**src/rtl/tcw_pkg.sv**
```systemverilog
package tcw_pkg;

  localparam int MAX_COLUMNS_DEF = 128;
  localparam int MAX_ROWS_DEF    = 64;
  localparam int QUEUE_DEPTH     = 2;
  localparam int CFG_INDEX_W     = 4;

  localparam logic [7:0] CHAR_NEWLINE   = 8'd10;
  localparam logic [7:0] CHAR_BACKSPACE = 8'd8;

  localparam logic [CFG_INDEX_W-1:0] CFG_COLUMNS = CFG_INDEX_W'(0);
  localparam logic [CFG_INDEX_W-1:0] CFG_ROWS    = CFG_INDEX_W'(1);

  localparam logic [7:0] COLUMNS_RESET = 8'd80;
  localparam logic [6:0] ROWS_RESET    = 7'd25;

  typedef enum logic [1:0] {
    OP_PUT   = 2'd0,
    OP_CLEAR = 2'd1,
    OP_READ  = 2'd2
  } op_t;

  typedef enum logic [2:0] {
    BK_INIT,
    BK_IDLE,
    BK_READ,
    BK_CLEAR,
    BK_COPY,
    BK_BLANK
  } back_state_t;

  // Classified command passed from front to back
  typedef struct packed {
    logic        put_cell;
    logic        do_scroll;
    logic        do_clear;
    logic        do_read;
    logic [6:0]  cell_row;
    logic [7:0]  cell_col;
    logic [31:0] cell_word;
    logic [6:0]  nrows;
    logic [6:0]  cursor_col;
    logic [5:0]  cursor_row;
  } cmd_t;

  typedef struct packed {
    logic [6:0]  cursor_col;
    logic [5:0]  cursor_row;
    logic        scrolled;
    logic [31:0] cell_data;
  } res_t;

endpackage

```
**src/rtl/tcw_if.sv**
```systemverilog
interface tcw_in_if;
  logic       valid;
  logic       ready;
  logic [1:0] operation;
  logic [7:0] character;
  logic [7:0] red;
  logic [7:0] green;
  logic [7:0] blue;
  logic [5:0] read_row;
  logic [6:0] read_column;

  modport source (output valid, operation, character, red, green, blue, read_row,
                  read_column, input ready);
  modport sink   (input valid, operation, character, red, green, blue, read_row,
                  read_column, output ready);
endinterface


interface tcw_cfg_if;
  logic       valid;
  logic       ready;
  logic [3:0] index;
  logic [7:0] data;

  modport source (output valid, index, data, input ready);
  modport sink   (input valid, index, data, output ready);
endinterface

```
**src/rtl/tcw_front.sv**
```systemverilog
module tcw_front import tcw_pkg::*; #(
  parameter int MAX_COLUMNS = MAX_COLUMNS_DEF,
  parameter int MAX_ROWS    = MAX_ROWS_DEF
) (
  input  logic       clk,
  input  logic       rst_n,
  tcw_in_if.sink     in_ch,
  tcw_cfg_if.sink    cfg_ch,
  input  logic       q_full,
  input  logic       init_busy,
  output logic       q_push,
  output cmd_t       push_cmd
);

  localparam logic [8:0] MAXC = 9'(MAX_COLUMNS);
  localparam logic [7:0] MAXR = 8'(MAX_ROWS);

  logic [7:0] columns_r, columns_nxt;
  logic [6:0] rows_r, rows_nxt;
  logic [6:0] cur_col_r, cur_col_nxt;
  logic [5:0] cur_row_r, cur_row_nxt;

  logic [7:0] ncols;
  logic [6:0] nrows;
  logic [7:0] col;
  logic [6:0] row;
  logic [7:0] wcol;
  logic [6:0] wrow;
  logic       put_cell;
  logic       scroll;
  logic       accept;

  assign in_ch.ready  = ~q_full & ~init_busy;
  assign cfg_ch.ready = 1'b1;
  assign accept       = in_ch.valid & in_ch.ready;
  assign q_push       = accept;

  // effective grid size
  always_comb begin
    ncols = columns_r;
    if (columns_r == 8'd0) begin
      ncols = 8'd1;
    end else if ({1'b0, columns_r} > MAXC) begin
      ncols = MAXC[7:0];
    end
    nrows = rows_r;
    if (rows_r == 7'd0) begin
      nrows = 7'd1;
    end else if ({1'b0, rows_r} > MAXR) begin
      nrows = MAXR[6:0];
    end
  end

  // cursor motion for a put
  always_comb begin
    col = {1'b0, cur_col_r};
    row = {1'b0, cur_row_r};
    if (col >= ncols) col = ncols - 8'd1;
    if (row >= nrows) row = nrows - 7'd1;
    wcol     = col;
    wrow     = row;
    put_cell = 1'b0;
    scroll   = 1'b0;
    if (in_ch.character == CHAR_NEWLINE) begin
      col = 8'd0;
      row = row + 7'd1;
    end else if (in_ch.character == CHAR_BACKSPACE) begin
      if (col != 8'd0) begin
        col = col - 8'd1;
      end else if (row != 7'd0) begin
        col = ncols - 8'd1;
        row = row - 7'd1;
      end
    end else begin
      put_cell = 1'b1;
      col      = col + 8'd1;
    end
    if (col >= ncols) begin
      col = 8'd0;
      row = row + 7'd1;
    end
    if (row >= nrows) begin
      scroll = 1'b1;
      row    = nrows - 7'd1;
    end
  end

  always_comb begin
    push_cmd            = '0;
    push_cmd.nrows      = nrows;
    push_cmd.cursor_col = cur_col_r;
    push_cmd.cursor_row = cur_row_r;
    cur_col_nxt         = cur_col_r;
    cur_row_nxt         = cur_row_r;
    case (op_t'(in_ch.operation))
      OP_PUT: begin
        push_cmd.put_cell   = put_cell;
        push_cmd.do_scroll  = scroll;
        push_cmd.cell_row   = wrow;
        push_cmd.cell_col   = wcol;
        push_cmd.cell_word  = {in_ch.character, in_ch.red, in_ch.green, in_ch.blue};
        push_cmd.cursor_col = col[6:0];
        push_cmd.cursor_row = row[5:0];
        cur_col_nxt         = col[6:0];
        cur_row_nxt         = row[5:0];
      end
      OP_CLEAR: begin
        push_cmd.do_clear   = 1'b1;
        push_cmd.cursor_col = 7'd0;
        push_cmd.cursor_row = 6'd0;
        cur_col_nxt         = 7'd0;
        cur_row_nxt         = 6'd0;
      end
      OP_READ: begin
        // out-of-range reads answer a zero cell without touching the grid
        if (({1'b0, in_ch.read_row} < nrows) && ({1'b0, in_ch.read_column} < ncols)) begin
          push_cmd.do_read = 1'b1;
        end
        push_cmd.cell_row = {1'b0, in_ch.read_row};
        push_cmd.cell_col = {1'b0, in_ch.read_column};
      end
      default: begin
      end
    endcase
    if (!accept) begin
      cur_col_nxt = cur_col_r;
      cur_row_nxt = cur_row_r;
    end
  end

  always_comb begin
    columns_nxt = columns_r;
    rows_nxt    = rows_r;
    if (cfg_ch.valid) begin
      case (cfg_ch.index)
        CFG_COLUMNS: columns_nxt = cfg_ch.data;
        CFG_ROWS:    rows_nxt    = cfg_ch.data[6:0];
        default: begin
        end
      endcase
    end
  end

  always_ff @(posedge clk) begin
    if (!rst_n) begin
      columns_r <= COLUMNS_RESET;
      rows_r    <= ROWS_RESET;
      cur_col_r <= 7'd0;
      cur_row_r <= 6'd0;
    end else begin
      columns_r <= columns_nxt;
      rows_r    <= rows_nxt;
      cur_col_r <= cur_col_nxt;
      cur_row_r <= cur_row_nxt;
    end
  end

endmodule

```
**src/flat_wrapper.sv**
```systemverilog
// flat-port wrapper written by rule: the top's interface ports become plain ports
module tcw_front_flat import tcw_pkg::*;
#(
  parameter int MAX_COLUMNS = MAX_COLUMNS_DEF,
  parameter int MAX_ROWS    = MAX_ROWS_DEF
)
  (clk, rst_n, q_full, init_busy, q_push, push_cmd, in_ch_valid, in_ch_operation, in_ch_character, in_ch_red, in_ch_green, in_ch_blue, in_ch_read_row, in_ch_read_column, in_ch_ready, cfg_ch_valid, cfg_ch_index, cfg_ch_data, cfg_ch_ready);
  tcw_in_if in_ch_i ();
  tcw_cfg_if cfg_ch_i ();
  input  logic clk;
  input  logic rst_n;
  input  logic q_full;
  input  logic init_busy;
  output logic q_push;
  output cmd_t push_cmd;
  input wire logic [$bits(in_ch_i.valid)-1:0] in_ch_valid;
  input wire logic [$bits(in_ch_i.operation)-1:0] in_ch_operation;
  input wire logic [$bits(in_ch_i.character)-1:0] in_ch_character;
  input wire logic [$bits(in_ch_i.red)-1:0] in_ch_red;
  input wire logic [$bits(in_ch_i.green)-1:0] in_ch_green;
  input wire logic [$bits(in_ch_i.blue)-1:0] in_ch_blue;
  input wire logic [$bits(in_ch_i.read_row)-1:0] in_ch_read_row;
  input wire logic [$bits(in_ch_i.read_column)-1:0] in_ch_read_column;
  output wire logic [$bits(in_ch_i.ready)-1:0] in_ch_ready;
  input wire logic [$bits(cfg_ch_i.valid)-1:0] cfg_ch_valid;
  input wire logic [$bits(cfg_ch_i.index)-1:0] cfg_ch_index;
  input wire logic [$bits(cfg_ch_i.data)-1:0] cfg_ch_data;
  output wire logic [$bits(cfg_ch_i.ready)-1:0] cfg_ch_ready;
  assign in_ch_i.valid = in_ch_valid;
  assign in_ch_i.operation = in_ch_operation;
  assign in_ch_i.character = in_ch_character;
  assign in_ch_i.red = in_ch_red;
  assign in_ch_i.green = in_ch_green;
  assign in_ch_i.blue = in_ch_blue;
  assign in_ch_i.read_row = in_ch_read_row;
  assign in_ch_i.read_column = in_ch_read_column;
  assign in_ch_ready = in_ch_i.ready;
  assign cfg_ch_i.valid = cfg_ch_valid;
  assign cfg_ch_i.index = cfg_ch_index;
  assign cfg_ch_i.data = cfg_ch_data;
  assign cfg_ch_ready = cfg_ch_i.ready;
  tcw_front #(.MAX_COLUMNS(MAX_COLUMNS), .MAX_ROWS(MAX_ROWS)) u_core (.clk(clk), .rst_n(rst_n), .in_ch(in_ch_i), .cfg_ch(cfg_ch_i), .q_full(q_full), .init_busy(init_busy), .q_push(q_push), .push_cmd(push_cmd));
endmodule
```
**config.mk**
```make
export PLATFORM = sky130hd
export DESIGN_NAME = tcw_front_flat
export DESIGN_NICKNAME = d
export VERILOG_FILES = /design/src/rtl/tcw_pkg.sv /design/src/rtl/tcw_if.sv /design/src/rtl/tcw_front.sv /design/src/flat_wrapper.sv
export SDC_FILE = /design/constraint.sdc
export NUM_CORES = 1
export LEC_CHECK = 0
export ABC_CLOCK_PERIOD_IN_PS = 10900
export BUFFER_PORTS_ARGS = -buffer_cell sky130_fd_sc_hd__buf_4
export CAP_MARGIN = 30
export CORE_MARGIN = 1.5
export CORE_UTILIZATION = 45
export CTS_BUF_LIST = sky130_fd_sc_hd__clkbuf_4
export DETAILED_ROUTE_END_ITERATION = 8
export GPL_TIMING_DRIVEN = 0
export HOLD_SLACK_MARGIN = 0.1
export PLACE_DENSITY = 0.72
export RECOVER_POWER = 50
export SLEW_MARGIN = 20
export SYNTH_ARGS = -nofsm -noshare
export SYNTH_HDL_FRONTEND = slang
export SYNTH_SLANG_ARGS = --single-unit
```
**constraint.sdc**
```tcl
create_clock -name clk -period 10.9 [get_ports clk]
set_input_delay 1.635 -clock clk [delete_from_list [all_inputs] [get_ports clk]]
set_output_delay 1.635 -clock clk [all_outputs]
set_load 0.05 [all_outputs]
```
==> impl_metrics.py <==
metrics = {
    "outcome": {
        "outcome": "complete, no violations",
    },
    "cts": {
        "cts-buffers-inserted": 3,
        "clock_sink_count": 28,
        "clock_tree.buffer_depth": 2,
        "tritoncts": "built",
        "clk_pin_slew_worst_paths_ns": 0.14,
        "cts.htree.levels": 1,
        "root_buffer_cell": "sky130_fd_sc_hd__clkbuf_4",
        "clk-insertion-delay-late_ns": 0.33,
    },
    "floorplan": {
        "die_area_um2": 10500,
        "die_height_um": 103,
        "dieWidth_um": 103,
        "initial_core_utilization": 0.462,
        "rows": 36,
        "placeableCoreArea_um2": 9680,
        "io-pin-count": 139,
    },
    "synthesis": {
        "main_area_contributors_after_synthesis": "sky130_fd_sc_hd__ha_1 13%, sky130_fd_sc_hd__dfxtp_1 13%, sky130_fd_sc_hd__mux2i_1 7.4%, sky130_fd_sc_hd__nor2_1 7.0%, sky130_fd_sc_hd__a21oi_1 5.8%",
        "mappedNetlistArea_um2": 4470,
        "yosys.cell_count.top_type": "sky130_fd_sc_hd__nor2_1",
        "synth-seq-cells": 28,
        "number_of_flops_mapped_to_enable_cells_by_yosys": 0,
        "synth.yosys.seq_area_share": 0.125,
        "post_synth.cell_area_avg_um2": 7.13,
        "synth.lib_cells_used.distinct": 77,
        "synth_flop_cell": "sky130_fd_sc_hd__dfxtp_1",
        "netlist.area_leader.share": 0.132,
        "synth_async_sr_flop_share": 0,
        "yosys.area_share.adder": 0.132,
        "synth_top_area_cell": "sky130_fd_sc_hd__ha_1",
        "synth-simple-area-share": 0.310,
        "synth.area.mux_share": 0.0789,
        "ys_top_cells_by_count": "83 x sky130_fd_sc_hd__nor2_1, 52 x sky130_fd_sc_hd__a21oi_1, 52 x sky130_fd_sc_hd__nand2_1",
        "synth_area_in_compound_gates": 0.265,
        "combinational_family_with_the_most_area_after_synthesis": "simple AND/OR/NAND/NOR gates",
        "yosys.area_share.xor_xnor": 0.0313,
        "netlist_instances": 627,
        "synthesis.nets": 739,
        "ys.warnings.count": 0,
    },
    "place": {
        "detailedPlacementHpwl_um": 13300,
        "port-buffer-count": 135,
        "global_placer_s_final_weighted_congestion": 1.02,
        "place_ws_ns": -0.599,
    },
    "critical_path": {
        "setup.worst_path.end_class": "output pin",
        "cp_slowest_cell": "sky130_fd_sc_hd__o41a_4",
        "criticalPathCategory": "reg2out",
        "worstPathMaxFanout": 10,
        "worst-endpoint-required_ns": 9.27,
        "setup.worst_path.start_class": "flip-flop",
        "crit_arrival_ns": 8.82,
        "timing.critical_path.slowest_cell_delay_ns": 0.54,
        "critical-path-top-cell-by-count": "sky130_fd_sc_hd__a21o_1",
    },
    "layout": {
        "antenna_cells": 0,
        "area_growth_syn_to_layout_pct": 27.8,
        "final_net_count": 879,
        "share_of_cells_above_drive_strength_1": 0.208,
    },
    "sta": {
        "slew_viol_final": 0,
        "clock_skew_ns": 0.0114,
        "layout_worst_path_cycle_share": 0.959,
        "max_freq_ghz": 0.0957,
        "maxSlewHeadroom": 0.374,
        "hold_viol_final": 0,
        "tightestPinTransition_ns": 0.936,
        "final.min_clock_period_ns": 10.45,
        "timing.final.ws_setup_ns": 0.450,
        "setup_viol": 0,
    },
    "detailed_routing": {
        "routed-wl-met3_um": 1890,
        "drcViolationCount": 0,
        "top_signal_layer_used": "met4",
        "post_drt_via_cell_ratio": 6.01,
        "routed_wl_um": 16600,
        "vias": 5395,
        "route.antenna.remaining_nets": 0,
        "wl_met1_um": 6920,
        "met2WireLength_um": 7380,
        "first_iter_violations": 538,
        "routed_length_per_placed_instance_um": 18.5,
        "firstDrtPassIters": 5,
    },
    "hold_path": {
        "min-delay-path-class": "reg2reg",
    },
    "power_and_ir_drop": {
        "design_power_total_uw": 253,
        "power.static_leakage_uw": 0.00276,
        "pwr_density_cell_nw_per_um2": 44.3,
        "vdd_drop_max_mv": 0.0743,
    },
    "global_routing": {
        "largest_net_degree_at_the_start_of_global_routing": 15,
        "grt_use_total": 0.301,
        "vias_in_the_first_global_route": 4662,
        "antenna_found_initial": 0,
        "grt_overflow_total": 0,
        "grt_pass1_wl_um": 24600,
    },
    "flow_run": {
        "max_cap_violations": 0,
    },
}
-- cells by family after synthesis --
group / count (synthesis)
multiplexers: 35
AO/OA/AOI/OAI: 169
buffers and inverters: 60
flip-flops: 28
AND/OR/NAND/NOR: 270
XOR/XNOR: 16
adder cells (fa/ha/maj): 47
other: 2
-- power breakdown --
| group | switching [uW] | internal [uW] | total, uW |
|---|---|---|---|
| Clock | 28.1 | 13.0 | 41.1 |
| Combinational | 70.4 | 37.4 | 108 |
| Sequential | 0.998 | 103 | 104 |
-- critical path, delay by kind of cell (launching register included) --
family                     cells  cell delay [ns]
AOI/OAI and AO/OA             16             2.87
and+or+nand+nor               10             2.48
buffers and inverters          6             1.16
adders and majority gates      4             1.05
DFF                            1             0.32
muxes                          1             0.32
xor gates and xnor gates       1             0.23
-- worst paths after layout --
check / startpoint / to / slack [ns] / cells past startpoint
max reg2reg: u_core.columns_r[4]$_SDFFE_PN1P_ / u_core.cur_row_r[5]$_SDFFE_PN0P_ / 2.37 / 38
min: u_core.cur_col_r[0]$_SDFFE_PN0P_ / u_core.cur_col_r[0]$_SDFFE_PN0P_ / 0.59 / 2
min reg2reg: u_core.cur_col_r[0]$_SDFFE_PN0P_ / u_core.cur_col_r[0]$_SDFFE_PN0P_ / 0.59 / 2
max: u_core.columns_r[4]$_SDFFE_PN1P_ / push_cmd[4] / 0.45 / 38
-- cell type report --
class	count	area [um2]
buffer	36	169
clock buffer	3	22.5
tap	133	166
multi-input combinational	539	3800
sequential	28	561
inverter	21	81.3
timing repair buffer	138	916
fill	952	3970
-- cell usage in the layout, fill, tap and decap left out, drive strengths merged, types with 12 or more instances in the layout --
cell type	n
nor3	16
mux2i	33
inv	21
nand3	18
xnor2	12
dfxtp	28
a21o	15
nand2	53
nor2	83
clkbuf	65
nand2b	13
o21ai	21
a21oi	52
buf	112
ha	47
and2	39
-- registers in the layout, indices dropped and copies added (netlist names) --
register / flops
u_core.cur_row_r: 6
u_core.cur_col_r: 7
u_core.rows_r: 7
u_core.columns_r: 8
-- layer usage --
metal  up-vias  global-route usage
met4         0              0.0875
met2       333               0.478
met5         -                   0
met3        37              0.0454
met1      2461               0.423
li1       2564                   -
-- metrics by stage --
stage	instances	cell area, um2	utilization	hold WS (ns)	TNS [ns]
2_1_floorplan	627	4470	-	0.500	0
6_report	898	5720	0.590	0.591	0
3_5_place_dp	896	5670	0.585	0.563	-1.46
5_1_grt	898	5720	0.590	0.626	-0.180
4_1_cts	899	5760	0.595	0.592	0
3_3_place_gp	895	5650	0.584	0.538	-1.03
-- repair_timing --
item / in CTS / in global routing
gates resized for setup: 20 / 19
hold endpoints to repair: 0 / 0
setup buffers: 1 / 1
setup endpoints to repair: 7 / 7
pin swaps: 1 / 1
hold buffers: 0 / 0
Power figures use the tool's default switching activity.
