<file path="config.mk">
export PLATFORM = sky130hd
export DESIGN_NAME = tcw_queue
export DESIGN_NICKNAME = d
export VERILOG_FILES = /design/src/rtl/tcw_pkg.sv /design/src/rtl/tcw_queue.sv
export SDC_FILE = /design/constraint.sdc
export NUM_CORES = 1
export LEC_CHECK = 0
export ABC_AREA = 0
export BUFFER_PORTS_ARGS = -buffer_cell sky130_fd_sc_hd__buf_2
export CORE_ASPECT_RATIO = 0.75
export CORE_MARGIN = 2
export CORE_UTILIZATION = 52
export CTS_CLUSTER_DIAMETER = 30
export DETAILED_ROUTE_END_ITERATION = 8
export PLACE_DENSITY = 0.8
export SLEW_MARGIN = 25
export SYNTH_ARGS = -nofsm -noshare
export SYNTH_HDL_FRONTEND = slang
export SYNTH_SLANG_ARGS = --single-unit
</file>
<file path="constraint.sdc">
create_clock -name clk -period 5.73 [get_ports clk]
set_input_delay 0.573 -clock clk [delete_from_list [all_inputs] [get_ports clk]]
set_output_delay 0.573 -clock clk [all_outputs]
set_load 0.1 [all_outputs]
</file>
<file path="src/rtl/tcw_pkg.sv">
package tcw_pkg;

  localparam int MAX_COLUMNS_DEF = 128;
  localparam int MAX_ROWS_DEF    = 64;
  localparam int QUEUE_DEPTH     = 2;
  localparam int CFG_INDEX_W     = 4;

  localparam logic [7:0] CHAR_NEWLINE   = 8'd10;
  localparam logic [7:0] CHAR_BACKSPACE = 8'd8;

  localparam logic [CFG_INDEX_W-1:0] CFG_COLUMNS = CFG_INDEX_W'(0);
  localparam logic [CFG_INDEX_W-1:0] CFG_ROWS    = CFG_INDEX_W'(1);

  localparam logic [7:0] COLUMNS_RESET = 8'd80;
  localparam logic [6:0] ROWS_RESET    = 7'd25;

  typedef enum logic [1:0] {
    OP_PUT   = 2'd0,
    OP_CLEAR = 2'd1,
    OP_READ  = 2'd2
  } op_t;

  typedef enum logic [2:0] {
    BK_INIT,
    BK_IDLE,
    BK_READ,
    BK_CLEAR,
    BK_COPY,
    BK_BLANK
  } back_state_t;

  // Classified command passed from front to back
  typedef struct packed {
    logic        put_cell;
    logic        do_scroll;
    logic        do_clear;
    logic        do_read;
    logic [6:0]  cell_row;
    logic [7:0]  cell_col;
    logic [31:0] cell_word;
    logic [6:0]  nrows;
    logic [6:0]  cursor_col;
    logic [5:0]  cursor_row;
  } cmd_t;

  typedef struct packed {
    logic [6:0]  cursor_col;
    logic [5:0]  cursor_row;
    logic        scrolled;
    logic [31:0] cell_data;
  } res_t;

endpackage

</file>
<file path="src/rtl/tcw_queue.sv">
module tcw_queue import tcw_pkg::*; (
  input  logic clk,
  input  logic rst_n,
  input  logic push,
  input  cmd_t push_cmd,
  input  logic pop,
  output cmd_t head,
  output logic full,
  output logic empty
);

  localparam int PW = $clog2(QUEUE_DEPTH);
  localparam int CW = $clog2(QUEUE_DEPTH + 1);
  localparam logic [PW-1:0] PTR_LAST = PW'(QUEUE_DEPTH - 1);
  localparam logic [CW-1:0] CNT_FULL = CW'(QUEUE_DEPTH);

  cmd_t          slot_r [QUEUE_DEPTH];
  logic [PW-1:0] wr_ptr_r, wr_ptr_nxt;
  logic [PW-1:0] rd_ptr_r, rd_ptr_nxt;
  logic [CW-1:0] count_r, count_nxt;

  assign full  = (count_r == CNT_FULL);
  assign empty = (count_r == '0);
  assign head  = slot_r[rd_ptr_r];

  always_comb begin
    wr_ptr_nxt = wr_ptr_r;
    rd_ptr_nxt = rd_ptr_r;
    count_nxt  = count_r;
    if (push) begin
      wr_ptr_nxt = (wr_ptr_r == PTR_LAST) ? '0 : wr_ptr_r + PW'(1);
    end
    if (pop) begin
      rd_ptr_nxt = (rd_ptr_r == PTR_LAST) ? '0 : rd_ptr_r + PW'(1);
    end
    if (push && !pop) begin
      count_nxt = count_r + CW'(1);
    end else if (pop && !push) begin
      count_nxt = count_r - CW'(1);
    end
  end

  always_ff @(posedge clk) begin
    if (!rst_n) begin
      wr_ptr_r <= '0;
      rd_ptr_r <= '0;
      count_r  <= '0;
    end else begin
      wr_ptr_r <= wr_ptr_nxt;
      rd_ptr_r <= rd_ptr_nxt;
      count_r  <= count_nxt;
    end
  end

  always_ff @(posedge clk) begin
    if (push) begin
      slot_r[wr_ptr_r] <= push_cmd;
    end
  end

endmodule

</file>
==> impl_metrics.env, run 1 <==
export IMPL_min_from="push_cmd[62]"
export IMPL_clock_sinks=147
export IMPL_ys_async_sr_fraction=0
export IMPL_slowest_stage="dfxtp_4"
export IMPL_yosysTopAreaCell="edfxtp_1"
export IMPL_die_h_um=92.0
export IMPL_timing_setup_tns_ns=0
export IMPL_yosys_most_used_dff="edfxtp_1"
export IMPL_root_buffer="clkbuf_16"
export IMPL_detail_route_antenna_nets=0
export IMPL_critical_path_top_delay_family="flip-flops"
export IMPL_synth_xor_area_frac=0.00490
export IMPL_synth_cell_types=17
export IMPL_path_cells="mux2_2 > buf_2"
export IMPL_grt_max_degree=72
export IMPL_synth_top_area_share=0.795
export IMPL_io_pins=148
export IMPL_viasPerCell=4.88
export IMPL_cts_setup_buffers=0
export IMPL_max_cap_viol_count=0
export IMPL_met3_length_um=848
export IMPL_synth_compound_area_frac=0.00373
export IMPL_yosysSeqAreaShare=0.813
export IMPL_r2r_start="wr_ptr_r$_SDFFE_PN0P_"
export IMPL_gp_congestion=0.666
export IMPL_cts_buffer_depth=2
export IMPL_synth_seq_cells=147
export IMPL_insertion_delay_ns=0.41
export IMPL_grt_pass1_vias=2739
export IMPL_cts_hold_fix_buffers=0
export IMPL_io_buffers=147
export IMPL_overflow=0
export IMPL_wl_per_cell_um=16.5
export IMPL_report_final_setup_viol=0
export IMPL_end_kind="primary output"
export IMPL_dieArea_mm2=0.0112
export IMPL_start_util=0.528
export IMPL_grt_usage=0.168
export IMPL_yosys_warnings=0
export IMPL_cp_start_kind="register"
export IMPL_status="finished, final reports clean"
export IMPL_hp_class="in -> reg"
export IMPL_reg2reg_to="slot_r[0][11]$_DFFE_PP_"
export IMPL_ys_top_cells_by_area="edfxtp_1, mux2_2, dfxtp_1"
export IMPL_dr_pass1_iters=4
export IMPL_route_met2_wl_mm=4.25
export IMPL_p_seq_frac=0.436
export IMPL_fmax_ghz=0.367
export IMPL_antenna_cells=0
export IMPL_p_clk_frac=0.364
export IMPL_netlist_area_mm2=0.00537
export IMPL_worst_path_max_fanout=71
export IMPL_synth_simple_area_share=0.0105
export IMPL_synth_top_family_by_area="multiplexers"
export IMPL_r2r_worst_path_cells=2
export IMPL_period_share=0.475
export IMPL_antenna_found_initial=1
export IMPL_dp_hpwl_mm=5.50
export IMPL_rsz0062_at_grt="no"
export IMPL_p_int_mw=2.03
export IMPL_pwr_density_cell_mw_per_mm2=431
export IMPL_clk_pin_slew_ns=0.06
export IMPL_synth_nets=319
export IMPL_drc=0
export IMPL_critPathArrivalTime_ns=2.15
export IMPL_synth_adder_area_share=0.00233
export IMPL_power_leakage_nw=2.56
export IMPL_worst_ir_drop_vdd_v=0.000322
export IMPL_fin_skew_ns=0.00531
export IMPL_drive_gt1_frac=0.598
export IMPL_synth_avg_cell_area_um2=22.1
export IMPL_die_w_um=121
export IMPL_slowest_delay_ns=0.94
export IMPL_p_comb_frac=0.200
export IMPL_hold_violations=0
export IMPL_p_total_mw=2.93
export IMPL_slew_headroom=0.358
export IMPL_r2r_setup_slack_ns=4.00
export IMPL_crit_type="reg -> out"
export IMPL_drv_slew=0
export IMPL_path_depth=2
export IMPL_path_buf_inv=1
export IMPL_p_sw_frac=0.306
export IMPL_hold_end="slot_r[0][62]$_DFFE_PP_"
export IMPL_rows=32
export IMPL_grt_pass1_wl_mm=13.6
export IMPL_drt_met1_wl_mm=3.84
export IMPL_vias=2691
export IMPL_cts_resized=0
export IMPL_htree_levels=4
export IMPL_nNetsFinal=478
export IMPL_period_needed_ns=2.72
export IMPL_hold_depth=1
export IMPL_muxShareOfSynthArea=0.149
export IMPL_cts_buffers=17
export IMPL_tightest_slew_ns=0.962
export IMPL_p_switching_uw=894
export IMPL_maxUsedRoutingLayer="met5"
export IMPL_core_area_mm2=0.0102
export IMPL_cts_tree="done"
export IMPL_first_iter_violations=166
export IMPL_totalWireLength_mm=9.07
export IMPL_syn_inst=243
export IMPL_required_ns=5.16
export IMPL_synth_edff_count=142
export IMPL_area_growth_pct=26.4
[power groups by stage]
stage	clock network (mW)	registers, mW	logic (mW)
finish	1.07	1.28	0.584
global route	1.13	1.28	0.602
CTS	1.09	1.28	0.588
detailed placement	0	1.30	0.586
global placement	0	1.30	0.582
floorplan	0	1.28	0.519
[how the worst max path moves through the flow]
stage / startpoint / slack [ns] / end
2_1_floorplan: push / 1.50 / slot_r[0][0]$_DFFE_PP_
3_3_place_gp: register / 3.39 / head[52]
3_5_place_dp: register / 3.41 / head[52]
4_1_cts: register / 2.96 / head[36]
5_1_grt: register / 2.89 / head[1]
6_report: register / 3.01 / head[46]
[cells by family after synthesis]
family | after synthesis
flops | 147
mux | 71
buf+inv | 9
simple gates | 9
compound gates | 3
xor+xnor | 3
fa+ha+maj | 1
[placed cells by master (no fill, tap or decap)]
cell	netlist	layout
buf_2	1	147
edfxtp_1	142	142
mux2_2	71	71
clkbuf_16	0	17
clkinv_1	0	4
dfxtp_1	5	4
and2_1	4	3
clkbuf_1	0	3
bufinv_16	0	3
xor2_1	2	2
clkinvlp_4	0	2
clkinv_2	0	2
inv_1	1	1
nor2_1	1	1
and2b_2	1	1
and2_4	0	1
nor2b_4	0	1
xnor2_1	1	1
nor2b_1	2	1
o21a_1	1	1
o21ai_0	1	1
or3_1	1	1
a21boi_1	1	1
ha_1	1	1
dfxtp_4	0	1
clkinv_4	0	1
buf_4	0	1
[cell usage after synthesis (2+ instances only)]
master and n:
and2_1 4, buf_6 7, dfxtp_1 5, edfxtp_1 142
mux2_2 71, nor2b_1 2, xor2_1 2
[per-stage QoR]
step           instance area [um2]  worst slack (ns)  utilization  instances  hold slack (ns)
2_1_floorplan                 5370              1.50            -        243            0.466
3_3_place_gp                  6210              3.39        0.611        519            0.486
3_5_place_dp                  6210              3.41        0.611        519            0.512
4_1_cts                       6790              2.96        0.667        551            0.333
5_1_grt                       6790              2.89        0.667        551            0.332
6_report                      6790              3.01        0.667        551            0.351
[flip-flops by register name (all words and copies together) (netlist names), named ones only]
register and cells:
rd_ptr_r 1, count_r 2, wr_ptr_r 1, slot_r 142
[layout make-up]
cell class | instances | area, um2
Fill cell | 718 | 3380
Multi-Input combinational cell | 87 | 925
Timing Repair Buffer | 148 | 743
Tap cell | 136 | 170
Sequential cell | 147 | 4370
Inverter | 1 | 3.75
Clock inverter | 12 | 139
Clock buffer | 20 | 437
[worst reg2reg max path, delay by kind of cell, from the launching register on]
kind,cells,cell delay (ns)
buffers and inverters,1,0.73
flip-flops,1,0.34
AND/OR/NAND/NOR,1,0.24
[routing by layer]
metal / up-vias / GRT usage
met2: 111 / 0.260
met5: - / 0
met3: 13 / 0.0734
met1: 1285 / 0.208
li1: 1280 / -
met4: 2 / 0.0728
Note: power is estimated with default switching activity, not from simulation.
==> inputs of run 2 (changes only) <==
==> constraint.sdc (replaced) <==
create_clock -name clk -period 2.83 [get_ports clk]
set_input_delay 0.283 -clock clk [delete_from_list [all_inputs] [get_ports clk]]
set_output_delay 0.283 -clock clk [all_outputs]
set_load 0.1 [all_outputs]
==> run 2 against run 1 <==
  * Die area did not move
  * Sequential share of layout area decreased by 0.41 points
  * Register-to-register slack worse by 2.7 ns
  * Worst hold slack got worse by 0.30 ns
  * Via count rose by 1.2%
  * Sequential power up 100%
==> impl_metrics.env, run 2 (synthesis results as in run 1) <==
export IMPL_antenna_cells=0
export IMPL_p_seq_frac=0.431
export IMPL_clock_sinks=147
export IMPL_insertion_delay_ns=0.41
export IMPL_fmax_ghz=0.441
export IMPL_drive_gt1_frac=0.602
export IMPL_totalWireLength_mm=9.15
export IMPL_rows=32
export IMPL_hold_violations=0
export IMPL_period_share=0.801
export IMPL_drc=0
export IMPL_fin_skew_ns=0.00737
export IMPL_core_area_mm2=0.0102
export IMPL_io_pins=148
export IMPL_worst_ir_drop_vdd_v=0.000698
export IMPL_required_ns=2.55
export IMPL_period_needed_ns=2.27
export IMPL_cts_setup_buffers=0
export IMPL_grt_pass1_wl_mm=14.0
export IMPL_reg_largest_list="slot_r x142, count_r x2"
export IMPL_slew_headroom=0.650
export IMPL_wl_per_cell_um=16.6
export IMPL_regMostFlops="slot_r"
export IMPL_dp_hpwl_mm=5.89
export IMPL_p_total_mw=5.93
export IMPL_pwr_density_cell_mw_per_mm2=869
export IMPL_p_sw_frac=0.307
export IMPL_dieArea_mm2=0.0112
export IMPL_crit_type="reg -> out"
export IMPL_overflow=0
export IMPL_status="finished, final reports clean"
export IMPL_cts_buffer_depth=2
export IMPL_critPathArrivalTime_ns=1.98
export IMPL_die_w_um=121
export IMPL_cp_start_kind="register"
export IMPL_die_h_um=92.0
export IMPL_cts_buffers=17
export IMPL_start_util=0.528
export IMPL_vias=2722
export IMPL_grt_max_degree=51
export IMPL_hp_class="in -> reg"
export IMPL_io_buffers=147
export IMPL_first_iter_violations=164
export IMPL_p_switching_mw=1.82
export IMPL_mostFrequentLayoutCell="buf_2"
export IMPL_p_int_mw=4.11
export IMPL_cts_tree="done"
export IMPL_power_leakage_nw=2.58
export IMPL_grt_pass1_vias=2821
export IMPL_worst_path_max_fanout=50
export IMPL_p_clk_frac=0.363
export IMPL_report_final_setup_viol=0
export IMPL_rsz0062_at_grt="no"
export IMPL_cts_hold_fix_buffers=0
export IMPL_nNetsFinal=481
export IMPL_timing_setup_tns_ns=0
export IMPL_clk_pin_slew_ns=0.06
export IMPL_gp_congestion=0.720
export IMPL_final_util=0.672
export IMPL_largest_register_ffs=142
export IMPL_root_buffer="clkbuf_16"
export IMPL_antenna_found_initial=0
export IMPL_area_growth_pct=27.3
export IMPL_p_comb_frac=0.206
export IMPL_viasPerCell=4.92
export IMPL_end_kind="primary output"
export IMPL_tightest_slew_ns=0.526
export IMPL_cts_resized=0
export IMPL_htree_levels=4
export IMPL_detail_route_antenna_nets=0
export IMPL_final_cell_mix="buf_2, edfxtp_1, mux2_2"
export IMPL_grt_usage=0.173
export IMPL_drv_slew=0
export IMPL_dr_pass1_iters=4
export IMPL_max_cap_viol_count=0
run 2: path summary, 6_finish.rpt:
check                          start                       to  slack (ns)  depth (start not counted)
min reg2reg  count_r[1]$_SDFFE_PN0P_  count_r[1]$_SDFFE_PN0P_        0.51                          2
max reg2reg    wr_ptr_r$_SDFFE_PN0P_  slot_r[1][49]$_DFFE_PP_        1.30                          2
min                     push_cmd[36]  slot_r[1][36]$_DFFE_PP_        0.06                          1
max                         register                 head[69]        0.56                          3
run 2: area by class of cell:
cell class,instances,area (um2)
timing repair buffer,151,791
fill,673,3340
inverter,1,3.75
clock buffer,18,429
multi-input combinational,87,925
tap,136,170
sequential,147,4370
clock inverter,13,143
run 2: per-layer routing:
metal | wire, um | GRT usage | part of all wire
met2 | 4210 | 0.256 | 0.46
met3 | 840 | 0.0902 | 0.092
met5 | 0 | 0 | 0
met1 | 4020 | 0.220 | 0.44
met4 | 81 | 0.0632 | 0.0088
run 2: through the flow:
stage | cells | hold WS, ns | worst slack (ns) | cell area [um2]
2_1_floorplan | 243 | 0.382 | 0.219 | 5370
3_3_place_gp | 522 | 0.469 | 0.989 | 6260
3_5_place_dp | 522 | 0.474 | 0.987 | 6260
4_1_cts | 553 | 0.0347 | 0.531 | 6830
5_1_grt | 553 | 0.0320 | 0.464 | 6830
6_report | 553 | 0.0552 | 0.564 | 6830
run 2: worst max-delay path, stage by stage, from the launching register on:
cell and delay (ns):
dfxtp_4 0.54, buf_12 0.29, mux2_2 0.38, buf_2 0.29
run 2: power groups by stage:
stage          logic [mW]  clock network (mW)  registers, mW
5_1_grt              1.26                2.29           2.57
4_1_cts              1.23                2.19           2.56
3_3_place_gp         1.22                   0           2.60
2_1_floorplan        1.05                   0           2.58
6_report             1.22                2.16           2.56
3_5_place_dp         1.23                   0           2.60
==> inputs of run 3 (changes only) <==
--- a/config.mk
+++ b/config.mk
@@ -9,10 +9,10 @@
 export BUFFER_PORTS_ARGS = -buffer_cell sky130_fd_sc_hd__buf_2
 export CORE_ASPECT_RATIO = 0.75
 export CORE_MARGIN = 2
-export CORE_UTILIZATION = 52
+export CORE_UTILIZATION = 47
 export CTS_CLUSTER_DIAMETER = 30
 export DETAILED_ROUTE_END_ITERATION = 8
-export PLACE_DENSITY = 0.8
+export PLACE_DENSITY = 0.77
 export SLEW_MARGIN = 25
 export SYNTH_ARGS = -nofsm -noshare
 export SYNTH_HDL_FRONTEND = slang
==> constraint.sdc (replaced) <==
create_clock -name clk -period 1.88 [get_ports clk]
set_input_delay 0.188 -clock clk [delete_from_list [all_inputs] [get_ports clk]]
set_output_delay 0.188 -clock clk [all_outputs]
set_load 0.1 [all_outputs]
==> run 3 against run 2 <==
  * Clock power increased by 74%
  * Die area up 10%
  * First-iteration DRC count is 12% higher
  * Cell area is 28% higher
  * Sequential power grew 50%
  * Sequential share of layout area fell by 14 points
  * Critical path depth is the same
  * Count of clock-buffer cells in the layout shrank 1
  * Non-clock buffer count up 75
  * Power increased by 72%
  * Worst hold slack got worse by 0.0027 ns
  * Flip-flop and latch count is the same
==> impl_metrics.env, run 3 (synthesis results as in run 1) <==
export IMPL_vias=3093
export IMPL_crit_type="reg -> out"
export IMPL_period_needed_ns=1.78
export IMPL_io_buffers=147
export IMPL_end_kind="primary output"
export IMPL_timing_setup_tns_ns=0
export IMPL_grt_pass1_vias=3432
export IMPL_antenna_cells=0
export IMPL_grt_pass1_wl_mm=17.9
export IMPL_min_from="rst_n"
export IMPL_final_cell_count_no_fill=631
export IMPL_grt_usage=0.200
export IMPL_place_inst=528
export IMPL_grt_max_degree=48
export IMPL_io_pins=148
export IMPL_rows=33
export IMPL_pwr_density_cell_mw_per_mm2=1160
export IMPL_regMostFlops="slot_r"
export IMPL_overflow=0
export IMPL_hold_end="count_r[0]$_SDFFE_PN0P_"
export IMPL_final_cell_mix="edfxtp_1, buf_2, buf_12"
export IMPL_fmax_ghz=0.563
export IMPL_maxUsedRoutingLayer="met4"
export IMPL_required_ns=1.69
export IMPL_dp_hpwl_mm=6.84
export IMPL_met3_length_um=792
export IMPL_cts_buffers=17
export IMPL_drc=0
export IMPL_multiInputGateArea_um2=925
export IMPL_dr_pass1_iters=4
export IMPL_core_area_mm2=0.0110
export IMPL_status="finished, final reports clean"
export IMPL_route_met2_wl_mm=6.11
export IMPL_cts_buffer_depth=2
export IMPL_final_util=0.795
export IMPL_insertion_delay_ns=0.41
export IMPL_hp_class="in -> reg"
export IMPL_start_util=0.487
export IMPL_detail_route_antenna_nets=0
export IMPL_viasPerCell=4.90
export IMPL_rsz0062_at_grt="no"
export IMPL_wl_per_cell_um=18.7
export IMPL_clk_pin_slew_ns=0.06
export IMPL_worst_ir_drop_vdd_v=0.000860
export IMPL_root_buffer="clkbuf_16"
export IMPL_reg2reg_to="slot_r[1][3]$_DFFE_PP_"
export IMPL_slew_headroom=0.663
export IMPL_max_cap_viol_count=0
export IMPL_critPathArrivalTime_ns=1.59
export IMPL_nNetsFinal=556
export IMPL_drv_slew=0
export IMPL_first_iter_violations=184
export IMPL_drt_met1_wl_mm=4.70
export IMPL_worst_path_max_fanout=28
export IMPL_antenna_found_initial=0
export IMPL_r2r_start="wr_ptr_r$_SDFFE_PN0P_"
export IMPL_hold_violations=0
export IMPL_fill_cells=531
export IMPL_tightest_slew_ns=0.509
export IMPL_period_share=0.945
export IMPL_power_leakage_nw=3.35
export IMPL_area_growth_pct=63.3
export IMPL_die_w_um=127
export IMPL_hold_depth=2
export IMPL_r2r_setup_slack_ns=0.51
export IMPL_mostFrequentLayoutCell="edfxtp_1"
export IMPL_area_sequential_mm2=0.00437
export IMPL_totalWireLength_mm=11.8
export IMPL_p_total_mw=10.2
export IMPL_htree_levels=4
export IMPL_cts_tree="done"
export IMPL_dieArea_mm2=0.0123
export IMPL_clock_sinks=147
export IMPL_r2r_worst_path_cells=2
export IMPL_cts_resized=0
export IMPL_cp_start_kind="register"
export IMPL_fin_skew_ns=0.00482
export IMPL_reg_largest_list="slot_r x142, count_r x2"
export IMPL_largest_register_ffs=142
export IMPL_drive_gt1_frac=0.527
export IMPL_gp_congestion=0.713
export IMPL_report_final_setup_viol=0
export IMPL_die_h_um=96.5
## run 3: final cells by class
class,instances,share of cell area
clock buffers,17,0.0486
clock inverters,13,0.0261
inverters,1,0.000428
multi-input cells,87,0.106
flip-flops and latches,147,0.499
well taps,140,0.0200
repair buffers,226,0.301
## run 3: stage by stage
| step | instance area (um2) | setup WS (ns) | hold WS (ns) |
|---|---|---|---|
| 2_1_floorplan | 5380 | 0.0651 | 0.287 |
| 3_3_place_gp | 7380 | 0.363 | 0.376 |
| 3_5_place_dp | 7380 | 0.364 | 0.379 |
| 4_1_cts | 8760 | 0.0842 | 0.0390 |
| 5_1_grt | 8760 | 0.0484 | 0.0382 |
| 6_report | 8760 | 0.104 | 0.0525 |
## run 3: worst max path at each step
stage                          start                     end
2_1_floorplan  wr_ptr_r$_SDFFE_PN0P_  slot_r[0][0]$_DFFE_PP_
3_3_place_gp                register                head[41]
3_5_place_dp                register                head[41]
4_1_cts                     register                head[11]
5_1_grt                     register                head[38]
6_report                    register                head[11]
## run 3: critical path: stages, from the launching register on
cell	delay [ns]
dfxtp_4	0.39
buf_12	0.20
mux2_2	0.40
buf_12	0.18
## run 3: power breakdown
group | switching (mW) | internal (mW) | leakage [nW] | total (mW)
combinational | 1.65 | 0.963 | 1.65 | 2.61
sequential | 0.0547 | 3.79 | 1.37 | 3.84
clock | 1.27 | 2.48 | 0.322 | 3.75
## run 3: routing by layer
layer | up-vias | GRT usage
met5 | - | 0
met4 | 0 | 0.0778
met3 | 17 | 0.0639
met2 | 136 | 0.349
met1 | 1504 | 0.234
li1 | 1436 | -
## run 3: repair_timing
action	CTS	global route
endpoints found under the setup margin	54	0
hold buffers	71	0
endpoints found under the hold margin	142	0
buffers inserted	2	0
